File: src/rtl/dcm_pkg.sv
`timescale 1ns / 1ps
package dcm_pkg;

    localparam int STATE_FRAC_BITS_DEF = 16;
    localparam int COEFF_FRAC_BITS_DEF = 28;

    // multiplier digit size, coefficient bits consumed per cycle
    localparam int MUL_DIGIT = 8;
    localparam int MUL_STEPS = 32 / MUL_DIGIT;

    localparam int IN_DATA_W   = 8;
    localparam int OUT_DATA_W  = 128;
    localparam int CFG_INDEX_W = 4;
    localparam int CFG_DATA_W  = 32;

    localparam logic [31:0] DRIVE_INCREMENT_RST = 32'd3221225;
    localparam logic [31:0] CURRENT_DECAY_RST   = 32'd536871;
    localparam logic [31:0] BACKEMF_COEFF_RST   = 32'd26844;
    localparam logic [31:0] TORQUE_COEFF_RST    = 32'd1342177;
    localparam logic [31:0] FRICTION_COEFF_RST  = 32'd26844;
    localparam logic [31:0] ENCODER_GAIN_RST    = 32'd4272285;
    localparam logic [31:0] RPM_GAIN_RST        = 32'd393216;
    localparam logic [15:0] INTERVAL_TICKS_RST  = 16'd100;

    typedef enum logic [CFG_INDEX_W-1:0] {
        REG_DRIVE_INCREMENT = 4'd0,
        REG_CURRENT_DECAY   = 4'd1,
        REG_BACKEMF_COEFF   = 4'd2,
        REG_TORQUE_COEFF    = 4'd3,
        REG_FRICTION_COEFF  = 4'd4,
        REG_ENCODER_GAIN    = 4'd5,
        REG_RPM_GAIN        = 4'd6,
        REG_INTERVAL_TICKS  = 4'd7
    } cfg_reg_t;

    typedef enum logic [3:0] {
        ST_IDLE,
        ST_DECAY,
        ST_BEMF,
        ST_TORQUE,
        ST_FRICTION,
        ST_ENCODER,
        ST_COUNT,
        ST_RPM,
        ST_OUT
    } seq_state_t;

    typedef struct packed {
        logic               go;
        logic [31:0]        coeff;
        logic signed [31:0] operand;
    } mul_req_t;

    typedef struct packed {
        logic               done;
        logic signed [63:0] product;
    } mul_rsp_t;

    function automatic logic signed [31:0] sat32(input logic signed [63:0] v);
        logic signed [31:0] r;
        if (v > 64'sd2147483647)
            r = 32'sh7fffffff;
        else if (v < -64'sd2147483648)
            r = 32'sh80000000;
        else
            r = v[31:0];
        return r;
    endfunction

    function automatic logic signed [47:0] sat48(input logic signed [63:0] v);
        logic signed [47:0] r;
        if (v > 64'sh00007fffffffffff)
            r = 48'sh7fffffffffff;
        else if (v < -64'sh0000800000000000)
            r = 48'sh800000000000;
        else
            r = v[47:0];
        return r;
    endfunction

endpackage

File: src/rtl/dcm_mul.sv
`timescale 1ns / 1ps
module dcm_mul
(
    input  logic              clk,
    input  logic              rst_n,
    input  dcm_pkg::mul_req_t req,
    output dcm_pkg::mul_rsp_t rsp
);
    import dcm_pkg::*;

    localparam int CNT_W = (MUL_STEPS > 1) ? $clog2(MUL_STEPS) : 1;
    localparam int HI_W  = 33;
    localparam int SUM_W = HI_W + MUL_DIGIT;

    logic                    busy_reg, busy_next;
    logic                    done_reg, done_next;
    logic [CNT_W-1:0]        cnt_reg, cnt_next;
    logic [31:0]             coeff_reg, coeff_next;
    logic signed [31:0]      opnd_reg, opnd_next;
    logic signed [HI_W-1:0]  hi_reg, hi_next;
    logic [31:0]             lo_reg, lo_next;

    logic signed [MUL_DIGIT:0] digit;
    logic signed [SUM_W-1:0]   part;
    logic signed [SUM_W-1:0]   sum;
    logic                      load;

    assign load  = req.go && !busy_reg && !done_reg;
    assign digit = {1'b0, coeff_reg[MUL_DIGIT-1:0]};
    assign part  = opnd_reg * digit;
    assign sum   = part + SUM_W'(hi_reg);

    // low digits leave the sum from the bottom and collect in lo
    always_comb
    begin
        busy_next  = busy_reg;
        done_next  = 1'b0;
        cnt_next   = cnt_reg;
        coeff_next = coeff_reg;
        opnd_next  = opnd_reg;
        hi_next    = hi_reg;
        lo_next    = lo_reg;
        if (load)
        begin
            busy_next  = 1'b1;
            cnt_next   = '0;
            coeff_next = req.coeff;
            opnd_next  = req.operand;
            hi_next    = '0;
            lo_next    = '0;
        end
        else if (busy_reg)
        begin
            lo_next    = {sum[MUL_DIGIT-1:0], lo_reg[31:MUL_DIGIT]};
            hi_next    = HI_W'(sum >>> MUL_DIGIT);
            coeff_next = coeff_reg >> MUL_DIGIT;
            cnt_next   = cnt_reg + CNT_W'(1);
            if (cnt_reg == CNT_W'(MUL_STEPS - 1))
            begin
                busy_next = 1'b0;
                done_next = 1'b1;
            end
        end
    end

    always_ff @(posedge clk or negedge rst_n)
    begin
        if (!rst_n)
        begin
            busy_reg <= 1'b0;
            done_reg <= 1'b0;
            cnt_reg  <= '0;
        end
        else
        begin
            busy_reg <= busy_next;
            done_reg <= done_next;
            cnt_reg  <= cnt_next;
        end
    end

    always_ff @(posedge clk)
    begin
        coeff_reg <= coeff_next;
        opnd_reg  <= opnd_next;
        hi_reg    <= hi_next;
        lo_reg    <= lo_next;
    end

    assign rsp.done    = done_reg;
    assign rsp.product = {hi_reg[31:0], lo_reg};

endmodule

File: src/rtl/dc_motor_encoder_emulator.sv
`timescale 1ns / 1ps
// channel  dir  bits  contents
// s_axis   in   8     [0] tick_valid, rest unused
// m_axis   out  128   elapsed_ticks, shaft_speed, window_pulses, rpm_reading
// cfg      in   4+32  register index, write data
//
// a tick with tick_valid set runs the motor update, and also the rpm step when it reports
// five or six products per tick share one 32x8 multiplier, each 4 digit steps plus load and done
// a tick with tick_valid clear is taken while idle and changes nothing
// s_axis_tready is high only between ticks; a finished report waits in the output register
// reset restores the register defaults and clears the motor state
module dc_motor_encoder_emulator
#(
    parameter int STATE_FRAC_BITS = dcm_pkg::STATE_FRAC_BITS_DEF,
    parameter int COEFF_FRAC_BITS = dcm_pkg::COEFF_FRAC_BITS_DEF
)
(
    input  logic                            clk,
    input  logic                            rst_n,
    input  logic                            s_axis_tvalid,
    output logic                            s_axis_tready,
    input  logic [dcm_pkg::IN_DATA_W-1:0]   s_axis_tdata,   // tick_valid
    output logic                            m_axis_tvalid,
    input  logic                            m_axis_tready,
    // elapsed_ticks, shaft_speed, window_pulses, rpm_reading
    output logic [dcm_pkg::OUT_DATA_W-1:0]  m_axis_tdata,
    input  logic                            cfg_we,
    input  logic [dcm_pkg::CFG_INDEX_W-1:0] cfg_index,
    input  logic [dcm_pkg::CFG_DATA_W-1:0]  cfg_data
);
    import dcm_pkg::*;

    localparam int ACC_W = (66 - COEFF_FRAC_BITS > 49) ? 66 - COEFF_FRAC_BITS : 49;
    localparam int DSH_R = (COEFF_FRAC_BITS >= STATE_FRAC_BITS) ?
                           COEFF_FRAC_BITS - STATE_FRAC_BITS : 0;
    localparam int DSH_L = (COEFF_FRAC_BITS >= STATE_FRAC_BITS) ?
                           0 : STATE_FRAC_BITS - COEFF_FRAC_BITS;
    localparam logic signed [48:0] ENC_BIAS = (49'sd1 <<< STATE_FRAC_BITS) - 49'sd1;

    // configuration
    logic [31:0] drive_reg, drive_next;
    logic [31:0] decay_reg, decay_next;
    logic [31:0] bemf_reg, bemf_next;
    logic [31:0] torque_reg, torque_next;
    logic [31:0] fric_reg, fric_next;
    logic [31:0] encg_reg, encg_next;
    logic [31:0] rpmg_reg, rpmg_next;
    logic [15:0] interval_reg, interval_next;

    // sequencer and motor state
    seq_state_t              state_reg, state_next;
    logic signed [31:0]      cur_reg, cur_next;
    logic signed [31:0]      spd_reg, spd_next;
    logic signed [31:0]      cur_new_reg, cur_new_next;
    logic signed [47:0]      enc_reg, enc_next;
    logic signed [31:0]      last_cnt_reg, last_cnt_next;
    logic [15:0]             phase_reg, phase_next;
    logic [31:0]             tick_reg, tick_next;
    logic signed [ACC_W-1:0] acc_reg, acc_next;
    logic signed [31:0]      pulses_reg, pulses_next;
    logic signed [31:0]      rpm_reg, rpm_next;
    logic [31:0]             idx_reg, idx_next;

    // output register
    logic               out_valid_reg, out_valid_next;
    logic [31:0]        out_idx_reg, out_idx_next;
    logic signed [31:0] out_spd_reg, out_spd_next;
    logic signed [31:0] out_pulses_reg, out_pulses_next;
    logic signed [31:0] out_rpm_reg, out_rpm_next;

    mul_req_t mul_req;
    mul_rsp_t mul_rsp;

    logic [63:0]             drive_wide;
    logic signed [ACC_W-1:0] acc_init;
    logic signed [ACC_W-1:0] scaled;
    logic signed [ACC_W-1:0] acc_add;
    logic signed [ACC_W-1:0] acc_sub;
    logic signed [48:0]      enc_round;
    logic signed [48:0]      count_wide;
    logic signed [31:0]      count_sat;
    logic signed [31:0]      pulses_sat;
    logic                    report;
    logic [15:0]             phase_inc;
    logic                    out_free;

    dcm_mul u_mul
    (
        .clk   (clk),
        .rst_n (rst_n),
        .req   (mul_req),
        .rsp   (mul_rsp)
    );

    assign drive_wide = (64'(drive_reg) >> DSH_R) << DSH_L;
    assign acc_init   = ACC_W'(cur_reg) + $signed(ACC_W'(drive_wide));
    assign scaled     = ACC_W'(mul_rsp.product >>> COEFF_FRAC_BITS);
    assign acc_add    = acc_reg + scaled;
    assign acc_sub    = acc_reg - scaled;

    // truncate toward zero: bias negative positions before the shift
    assign enc_round  = 49'(enc_reg) + (enc_reg[47] ? ENC_BIAS : 49'sd0);
    assign count_wide = enc_round >>> STATE_FRAC_BITS;
    assign count_sat  = sat32(64'(count_wide));
    assign pulses_sat = sat32(64'(count_sat) - 64'(last_cnt_reg));

    assign report     = (phase_reg == 16'd0);
    assign phase_inc  = phase_reg + 16'd1;
    assign out_free   = !out_valid_reg || m_axis_tready;

    assign s_axis_tready = (state_reg == ST_IDLE);
    assign m_axis_tvalid = out_valid_reg;
    assign m_axis_tdata  = {out_rpm_reg, out_pulses_reg, out_spd_reg, out_idx_reg};

    // configuration writes
    always_comb
    begin
        drive_next    = drive_reg;
        decay_next    = decay_reg;
        bemf_next     = bemf_reg;
        torque_next   = torque_reg;
        fric_next     = fric_reg;
        encg_next     = encg_reg;
        rpmg_next     = rpmg_reg;
        interval_next = interval_reg;
        if (cfg_we)
        begin
            unique case (cfg_index)
                REG_DRIVE_INCREMENT: drive_next    = cfg_data;
                REG_CURRENT_DECAY:   decay_next    = cfg_data;
                REG_BACKEMF_COEFF:   bemf_next     = cfg_data;
                REG_TORQUE_COEFF:    torque_next   = cfg_data;
                REG_FRICTION_COEFF:  fric_next     = cfg_data;
                REG_ENCODER_GAIN:    encg_next     = cfg_data;
                REG_RPM_GAIN:        rpmg_next     = cfg_data;
                REG_INTERVAL_TICKS:  interval_next = cfg_data[15:0];
                default: ;
            endcase
        end
    end

    // next state
    always_comb
    begin
        state_next = state_reg;
        unique case (state_reg)
            ST_IDLE:
                if (s_axis_tvalid && s_axis_tdata[0])
                    state_next = ST_DECAY;
            ST_DECAY:
                if (mul_rsp.done)
                    state_next = ST_BEMF;
            ST_BEMF:
                if (mul_rsp.done)
                    state_next = ST_TORQUE;
            ST_TORQUE:
                if (mul_rsp.done)
                    state_next = ST_FRICTION;
            ST_FRICTION:
                if (mul_rsp.done)
                    state_next = ST_ENCODER;
            ST_ENCODER:
                if (mul_rsp.done)
                    state_next = ST_COUNT;
            ST_COUNT:
                state_next = report ? ST_RPM : ST_IDLE;
            ST_RPM:
                if (mul_rsp.done)
                    state_next = ST_OUT;
            ST_OUT:
                if (out_free)
                    state_next = ST_IDLE;
            default:
                state_next = ST_IDLE;
        endcase
    end

    // datapath controls
    always_comb
    begin
        cur_next        = cur_reg;
        spd_next        = spd_reg;
        cur_new_next    = cur_new_reg;
        enc_next        = enc_reg;
        last_cnt_next   = last_cnt_reg;
        phase_next      = phase_reg;
        tick_next       = tick_reg;
        acc_next        = acc_reg;
        pulses_next     = pulses_reg;
        rpm_next        = rpm_reg;
        idx_next        = idx_reg;
        out_valid_next  = out_valid_reg && !m_axis_tready;
        out_idx_next    = out_idx_reg;
        out_spd_next    = out_spd_reg;
        out_pulses_next = out_pulses_reg;
        out_rpm_next    = out_rpm_reg;
        mul_req.go      = 1'b0;
        mul_req.coeff   = decay_reg;
        mul_req.operand = cur_reg;
        unique case (state_reg)
            ST_IDLE:
                if (s_axis_tvalid && s_axis_tdata[0])
                    acc_next = acc_init;
            ST_DECAY:
            begin
                mul_req.go = 1'b1;
                if (mul_rsp.done)
                    acc_next = acc_sub;
            end
            ST_BEMF:
            begin
                mul_req.go      = 1'b1;
                mul_req.coeff   = bemf_reg;
                mul_req.operand = spd_reg;
                if (mul_rsp.done)
                begin
                    cur_new_next = sat32(64'(acc_sub));
                    acc_next     = ACC_W'(spd_reg);
                end
            end
            ST_TORQUE:
            begin
                mul_req.go    = 1'b1;
                mul_req.coeff = torque_reg;
                if (mul_rsp.done)
                    acc_next = acc_add;
            end
            ST_FRICTION:
            begin
                mul_req.go      = 1'b1;
                mul_req.coeff   = fric_reg;
                mul_req.operand = spd_reg;
                if (mul_rsp.done)
                begin
                    cur_next = cur_new_reg;
                    spd_next = sat32(64'(acc_sub));
                    acc_next = ACC_W'(enc_reg);
                end
            end
            ST_ENCODER:
            begin
                mul_req.go      = 1'b1;
                mul_req.coeff   = encg_reg;
                mul_req.operand = spd_reg;
                if (mul_rsp.done)
                    enc_next = sat48(64'(acc_add));
            end
            ST_COUNT:
            begin
                idx_next   = tick_reg;
                tick_next  = tick_reg + 32'd1;
                phase_next = (phase_inc >= interval_reg) ? 16'd0 : phase_inc;
                if (report)
                begin
                    pulses_next   = pulses_sat;
                    last_cnt_next = count_sat;
                end
            end
            ST_RPM:
            begin
                mul_req.go      = 1'b1;
                mul_req.coeff   = rpmg_reg;
                mul_req.operand = pulses_reg;
                if (mul_rsp.done)
                    rpm_next = sat32(mul_rsp.product);
            end
            ST_OUT:
                if (out_free)
                begin
                    out_valid_next  = 1'b1;
                    out_idx_next    = idx_reg;
                    out_spd_next    = spd_reg;
                    out_pulses_next = pulses_reg;
                    out_rpm_next    = rpm_reg;
                end
            default: ;
        endcase
    end

    always_ff @(posedge clk or negedge rst_n)
    begin
        if (!rst_n)
        begin
            drive_reg     <= DRIVE_INCREMENT_RST;
            decay_reg     <= CURRENT_DECAY_RST;
            bemf_reg      <= BACKEMF_COEFF_RST;
            torque_reg    <= TORQUE_COEFF_RST;
            fric_reg      <= FRICTION_COEFF_RST;
            encg_reg      <= ENCODER_GAIN_RST;
            rpmg_reg      <= RPM_GAIN_RST;
            interval_reg  <= INTERVAL_TICKS_RST;
            state_reg     <= ST_IDLE;
            cur_reg       <= '0;
            spd_reg       <= '0;
            enc_reg       <= '0;
            last_cnt_reg  <= '0;
            phase_reg     <= '0;
            tick_reg      <= '0;
            out_valid_reg <= 1'b0;
        end
        else
        begin
            drive_reg     <= drive_next;
            decay_reg     <= decay_next;
            bemf_reg      <= bemf_next;
            torque_reg    <= torque_next;
            fric_reg      <= fric_next;
            encg_reg      <= encg_next;
            rpmg_reg      <= rpmg_next;
            interval_reg  <= interval_next;
            state_reg     <= state_next;
            cur_reg       <= cur_next;
            spd_reg       <= spd_next;
            enc_reg       <= enc_next;
            last_cnt_reg  <= last_cnt_next;
            phase_reg     <= phase_next;
            tick_reg      <= tick_next;
            out_valid_reg <= out_valid_next;
        end
    end

    always_ff @(posedge clk)
    begin
        cur_new_reg    <= cur_new_next;
        acc_reg        <= acc_next;
        pulses_reg     <= pulses_next;
        rpm_reg        <= rpm_next;
        idx_reg        <= idx_next;
        out_idx_reg    <= out_idx_next;
        out_spd_reg    <= out_spd_next;
        out_pulses_reg <= out_pulses_next;
        out_rpm_reg    <= out_rpm_next;
    end

endmodule

File: config.mk
export PLATFORM = sky130hd
export DESIGN_NAME = dc_motor_encoder_emulator
export DESIGN_NICKNAME = d
export VERILOG_FILES = /design/src/rtl/dcm_pkg.sv /design/src/rtl/dcm_mul.sv /design/src/rtl/dc_motor_encoder_emulator.sv
export SDC_FILE = /design/constraint.sdc
export NUM_CORES = 2
export LEC_CHECK = 0
export BUFFER_PORTS_ARGS = -buffer_cell sky130_fd_sc_hd__buf_2
export CORE_MARGIN = 2
export CORE_UTILIZATION = 35
export CTS_BUF_LIST = sky130_fd_sc_hd__clkbuf_8
export CTS_CLUSTER_DIAMETER = 60
export DETAILED_ROUTE_END_ITERATION = 7
export SLEW_MARGIN = 10
export SYNTH_ARGS = -nofsm -noshare
export SYNTH_HDL_FRONTEND = slang
export SYNTH_SLANG_ARGS = --single-unit
File: constraint.sdc
create_clock -name clk -period 17.63 [get_ports clk]
set_input_delay 4.4075 -clock clk [delete_from_list [all_inputs] [get_ports clk]]
set_output_delay 4.4075 -clock clk [all_outputs]
set_load 0.01 [all_outputs]
Word level (Yosys, flattened, before mapping)

Index checks and enable logic that the tools add are counted.

Output and inout port bits: 130
Input bits: 49
Flip-flop bits (word level): 875
Logic and storage cells: 150

Reductions and logical operators: 32
Equal/unequal tests: 24
$mul: 1
Add/subtract/negate cells: 9
Mux-type cells: 41
Order comparisons: 11

Operators by type and width:

| cell                                                                              | count |
|---|---|
| 32-bit 2-to-1 mux                                                                 | 8 |
| 49-bit 2-to-1 mux                                                                 | 5 |
| 49-bit case mux with 5 select lines                                               | 1 |
| 32-bit case mux with 5 select lines                                               | 1 |
| 48-bit 2-to-1 mux                                                                 | 2 |
| 33-bit by 32-bit greater-than comparator with 1-bit output, second input constant | 2 |
| 33-bit by 32-bit < comparator with 1-bit output, second input constant            | 2 |
| 64-bit by 32-bit greater-than comparator with 1-bit output, second input constant | 1 |
| 64-bit by 32-bit < comparator with 1-bit output, second input constant            | 1 |
| 32-bit case mux with 2 select lines                                               | 1 |
| 48-bit by 17-bit adder with 49-bit output                                         | 1 |
| 49-bit by 36-bit adder with 49-bit output                                         | 1 |
| 49-bit by 32-bit greater-than comparator with 1-bit output, second input constant | 1 |
| 49-bit by 48-bit greater-than comparator with 1-bit output, second input constant | 1 |
| 49-bit by 32-bit < comparator with 1-bit output, second input constant            | 1 |
| 49-bit by 48-bit < comparator with 1-bit output, second input constant            | 1 |
| 49-bit by 36-bit subtractor with 49-bit output                                    | 1 |
| 41-bit by 33-bit adder with 41-bit output                                         | 1 |
| 32-bit by 9-bit multiplier with 41-bit output                                     | 1 |
| 4-bit case mux with 9 select lines                                                | 1 |
| 32-bit by 21-bit adder with 33-bit output                                         | 1 |
| 32-bit by 32-bit subtractor with 33-bit output                                    | 1 |
| 32-bit by 1-bit adder with 32-bit output, second input constant                   | 1 |
| 4-bit by 3-bit == test with 1-bit output, second input constant                   | 8 |
| 26 further kinds                                                                  | 73 |

Longest topological paths before layout

Depth after elaboration: 8
Mapped depth: 25
Gate-level depth less buffers: 23

Modules after synthesis

From an unflattened synthesis, not the netlist that was laid out.

Cells, all modules: 5,313
Area total of the unflattened synthesis: 54,684.9 µm²

By module, submodules not included:

| module                    | sequential area each (µm²) | cells an instance | area each (µm²) | instances |
|---|---|---|---|---|
| dc_motor_encoder_emulator | 19,860.3                   | 3,863             | 40,194.8        | 1 |
| dcm_mul                   | 3,323.2                    | 1,450             | 14,490.1        | 1 |

Worst setup path after synthesis

OpenSTA, ideal clock, no wires.

Kind: in2reg
Start: input m_axis_tready
End: register out_idx_reg[0] (enable)
Slack: 6.809 ns
Path buffers: 0
Arrival: 10.191 ns
Stages: 2
Setup time: 0.630 ns
Data required time: 17.000 ns
Path through: nand2b_1 nor2b_1

Word-level cells in the longest chain between the ends: 2

RTL lines:

| item                                 | RTL line                         | text |
|---|---|---|
| start: declaration                   | dc_motor_encoder_emulator.sv:24  | `input logic m_axis_tready,` |
| 1-bit logical OR                     | dc_motor_encoder_emulator.sv:109 | `assign out_free = !out_valid_reg \|\| m_axis_tready;` |
| 2-bit AND reduction (no source line) | -                                |  |
| end signal: assignment               | dc_motor_encoder_emulator.sv:329 | `out_idx_reg <= out_idx_next;` |
| end: declaration                     | dc_motor_encoder_emulator.sv:66  | `logic [31:0] out_idx_reg, out_idx_next;` |

No other way between the ends.
A chain may end at the register's enable or synchronous reset.

Worst setup path in the final report

Start: register enc_reg[47]
End: register pulses_reg[2], data pin

Word-level cells in the longest chain between the ends: 8
Elaborated cells on any way between the ends: 10
Those cells by class: 2 x add/sub; 4 x order compare; 4 x mux

RTL lines:

| item                                             | RTL line                         | text |
|---|---|---|
| start: declaration                               | dc_motor_encoder_emulator.sv:55  | `logic signed [47:0] enc_reg, enc_next;` |
| start signal: assignment                         | dc_motor_encoder_emulator.sv:314 | `enc_reg <= enc_next;` |
| 16-bit 2-to-1 mux                                | dc_motor_encoder_emulator.sv:102 | `assign enc_round = 49'(enc_reg) + (enc_reg[47] ? ENC_BIAS : 49'sd0);` |
| 48-bit by 17-bit adder with 49-bit output *      | dc_motor_encoder_emulator.sv:102 |  |
| 33-bit by 32-bit < comparator with 1-bit output  | dcm_pkg.sv:63                    | `else if (v < -64'sd2147483648)` |
| 32-bit 2-to-1 mux                                | dcm_pkg.sv:63                    |  |
| 32-bit 2-to-1 mux *                              | dcm_pkg.sv:61                    | `if (v > 64'sd2147483647)` |
| named net count_sat[2]                           | dc_motor_encoder_emulator.sv:81  | `logic signed [31:0] count_sat;` |
| 32-bit by 32-bit subtractor with 33-bit output * | dc_motor_encoder_emulator.sv:105 | `assign pulses_sat = sat32(64'(count_sat) - 64'(last_cnt_reg));` |
| 33-bit by 32-bit < comparator with 1-bit output  | dcm_pkg.sv:63                    |  |
| 32-bit 2-to-1 mux                                | dcm_pkg.sv:63                    |  |
| end signal: assignment                           | dc_motor_encoder_emulator.sv:326 | `pulses_reg <= pulses_next;` |
| end: declaration                                 | dc_motor_encoder_emulator.sv:60  | `logic signed [31:0] pulses_reg, pulses_next;` |

Mark *: on every way through the listed nets, which the timed path passes. The rest lies on a longest branch.

==> reports/qor.csv <==
metric;value;unit
Slew @ Worst Pin;1.23;ns
Synth top area share;20.4;%
routability cong.;0.970;
layout cell share with drive strength beyond 1;16.1;%
design area;60600;um2
htree depth;4;
Post-CTS Hold Buffers;0;
largest family of logic cells by synthesized area;adder cells;
Via density;5.43;
Global Route Usage Sum;21.1;%
CTS Sinks;863;
Post-Synth Adder-Cell Area;15.6;%
Netlist cell types;98;
crit path launch type;register;
Worst-path clk slew;0.06;ns
Die Y;398;um
simple-gate share of the synthesized area;13.0;%
Die ar.;159000;um2
Num CTS Buffers;149;
minimum clock period after layout;8.40;ns
post_cts resized;0;
row count;144;
syn_area_per_cell;10.4;um2
Core ar.;154000;um2
Post-synth ARST share;49.7;%
Finish-stage setup viols;0;
multiplexer share of the synthesized area;6.11;%
CP Data Required Time;18.20;ns
Largest register FFs;49;
Setup Skew;0.0805;ns
CP cell instances;ha_1 -> o21a_1 -> o21ai_0 -> o21ai_0 -> a21oi_1 -> o31a_1 -> o21ai_1 -> nand3_1 -> or2_1 -> o21ai_0 -> ha_1 -> nor2b_1 -> o21a_1 -> o21ai_1 -> a211o_1 -> a211oi_1 -> a211o_1 -> a311oi_1 -> o21ai_0 -> mux2_2 -> nand2_1 -> o21ai_0;
final worst path period share;47.7;%
XOR/XNOR Fraction of Synth Area;3.85;%
Routed Antenna Nets;0;
status;finished, violations left;
RSZ-0062 raised after global routing;false;
WP data arrival;8.97;ns
final hold vios;0;
I/O Buffers;171;
CP peak stage delay;0.95;ns
crit path kind;register to register;
First-pass DRT Iterations;8;
HP Class;register to register;
area grow syn2layout;11.3;%
max-slew violations;0;
initial antenna violation count;9;
Placed Area;57400;um2
max_slew headroom;17.8;%
CTS max path bufs;3;
Post-Synthesis Cells;5239;
ys flop type;dfrtp_1;
Synth Area in Compound Gates;14.1;%
WL/cell;22.3;um
dpl hpwl;124000;um
Place WS;9.28;ns
Hold WS;0.404;ns
Top Ports;179;
Max Cap Viol;0;
largest area contributor in the netlist;edfxtp_1;
most frequent CP cell;o21ai_0;
failing checks;design-rule violations;
final wirelength;168000;um
flop and latch count out of synthesis;863;
postcts setup bufs;0;
1st-iter DRT viols;3793;
CTS tree;yes;
Initial Util;35.3;%
root buf cell;clkbuf_8;
nets@finish;5931;
Syn Std Cell Area;54400;um2
Yosys warning count;0;
largest net degree at the start of global routing;113;
crit path capture type;register;
Synth Net Count;5798;
Skew-Pair Late Insertion Delay;0.92;ns
vias in the first global route;41000;
Post-synth EDFFs;369;
Critical Path Fanout Max;27;
grt total ovfl;0;
setup ws final;9.23;ns
Via Count;41000;
Setup TNS;0;ns
first-pass GRT wire length;256000;um
sequential share of the synthesized area;42.6;%
Die W;398;um
FMAX;119;MHz
Post-route DRC;11;
top post-synthesis cells by area;edfxtp_1 20%, dfrtp_1 17%, fa_1 8.8%;
slowest CP cell;dfrtp_1;
final cells by class:
class | instances | area (um2)
Tap cell | 2044 | 2560
Timing Repair Buffer | 233 | 1330
Multi-Input combinational cell | 3712 | 28800
Inverter | 413 | 1550
Fill cell | 15300 | 93700
Clock inverter | 103 | 723
Clock buffer | 175 | 2410
Sequential cell | 863 | 23200
Antenna cell | 5 | 12.5
layer usage:
metal	routed length, um	vias up	share of wire (%)	track usage, %
met2	73300	1395	44	31.6
li1	-	18800	-	-
met1	76400	20500	45	30.4
met5	45	-	0.027	0
met4	6000	8	3.6	7.83
met3	12300	276	7.3	3.84
worst max-delay path, delay by kind of cell (launching register included):
kind | cells | cell delay, ns
AO/OA/AOI/OAI | 15 | 3.77
AND/OR/NAND/NOR | 4 | 2.20
flip-flops | 1 | 0.95
adder cells (fa/ha/maj) | 2 | 0.67
multiplexers | 1 | 0.40
synthesized netlist by cell type, types with 68 or more instances:
cell type	n
edfxtp_1	369
inv_1	410
nor2_1	255
a21oi_1	237
clkbuf_1	207
a22oi_1	101
dfrtp_1	376
o21ai_0	246
nand3_1	69
ha_1	272
nand2_1	654
xnor2_1	161
fa_1	238
mux2_2	275
xor2_1	78
and2_1	180
a21o_1	68
metrics by stage:
| stage | util, % | instances |
|---|---|---|
| 2_1_floorplan | - | 5239 |
| 3_3_place_gp | 37.2 | 7265 |
| 3_5_place_dp | 37.2 | 7265 |
| 4_1_cts | 39.3 | 7543 |
| 5_1_grt | 39.3 | 7545 |
| 6_report | 39.3 | 7548 |
cell families (layout without fill, tap and decap cells):
| group | Yosys count | in the layout |
|---|---|---|
| other | 0 | 5 |
| AO/OA/AOI/OAI | 1135 | 1135 |
| XOR/XNOR | 239 | 239 |
| AND/OR/NAND/NOR | 1499 | 1499 |
| adder cells (fa/ha/maj) | 543 | 543 |
| flip-flops | 863 | 863 |
| multiplexers | 296 | 296 |
| buffers and inverters | 664 | 924 |
cells in the final DEF (no fill, tap or decap), types with 237 or more instances in the layout:
master	synthesis	routed
o21ai_0	246	243
fa_1	238	238
nand2_1	654	653
ha_1	272	272
edfxtp_1	369	369
inv_1	410	451
dfrtp_1	376	375
nor2_1	255	248
a21oi_1	237	237
mux2_2	275	275
worst paths after layout:
| check | from | to | slack [ns] | cells after the start |
|---|---|---|---|---|
| min in group asynchronous | rst_n | tick_reg[18]$_DFFE_PN0N_ | 3.55 | 1 |
| max in group asynchronous | rst_n | rpmg_reg[27]$_DFFE_PN0P_ | 11.92 | 3 |
| min reg2reg | idx_reg[11]$_DFFE_PN_ | out_idx_reg[11]$_DFFE_PP_ | 0.40 | 0 |
| max reg2reg | enc_reg[47]$_DFFE_PN0P_ | pulses_reg[2]$_SDFFCE_PN1P_ | 9.23 | 22 |
| min | idx_reg[11]$_DFFE_PN_ | out_idx_reg[11]$_DFFE_PP_ | 0.40 | 0 |
| max | enc_reg[47]$_DFFE_PN0P_ | pulses_reg[2]$_SDFFCE_PN1P_ | 9.23 | 22 |
Power is left out: the tool's default activity adds up to more than one toggle a clock period on the data nets, which glitch-free logic cannot reach.
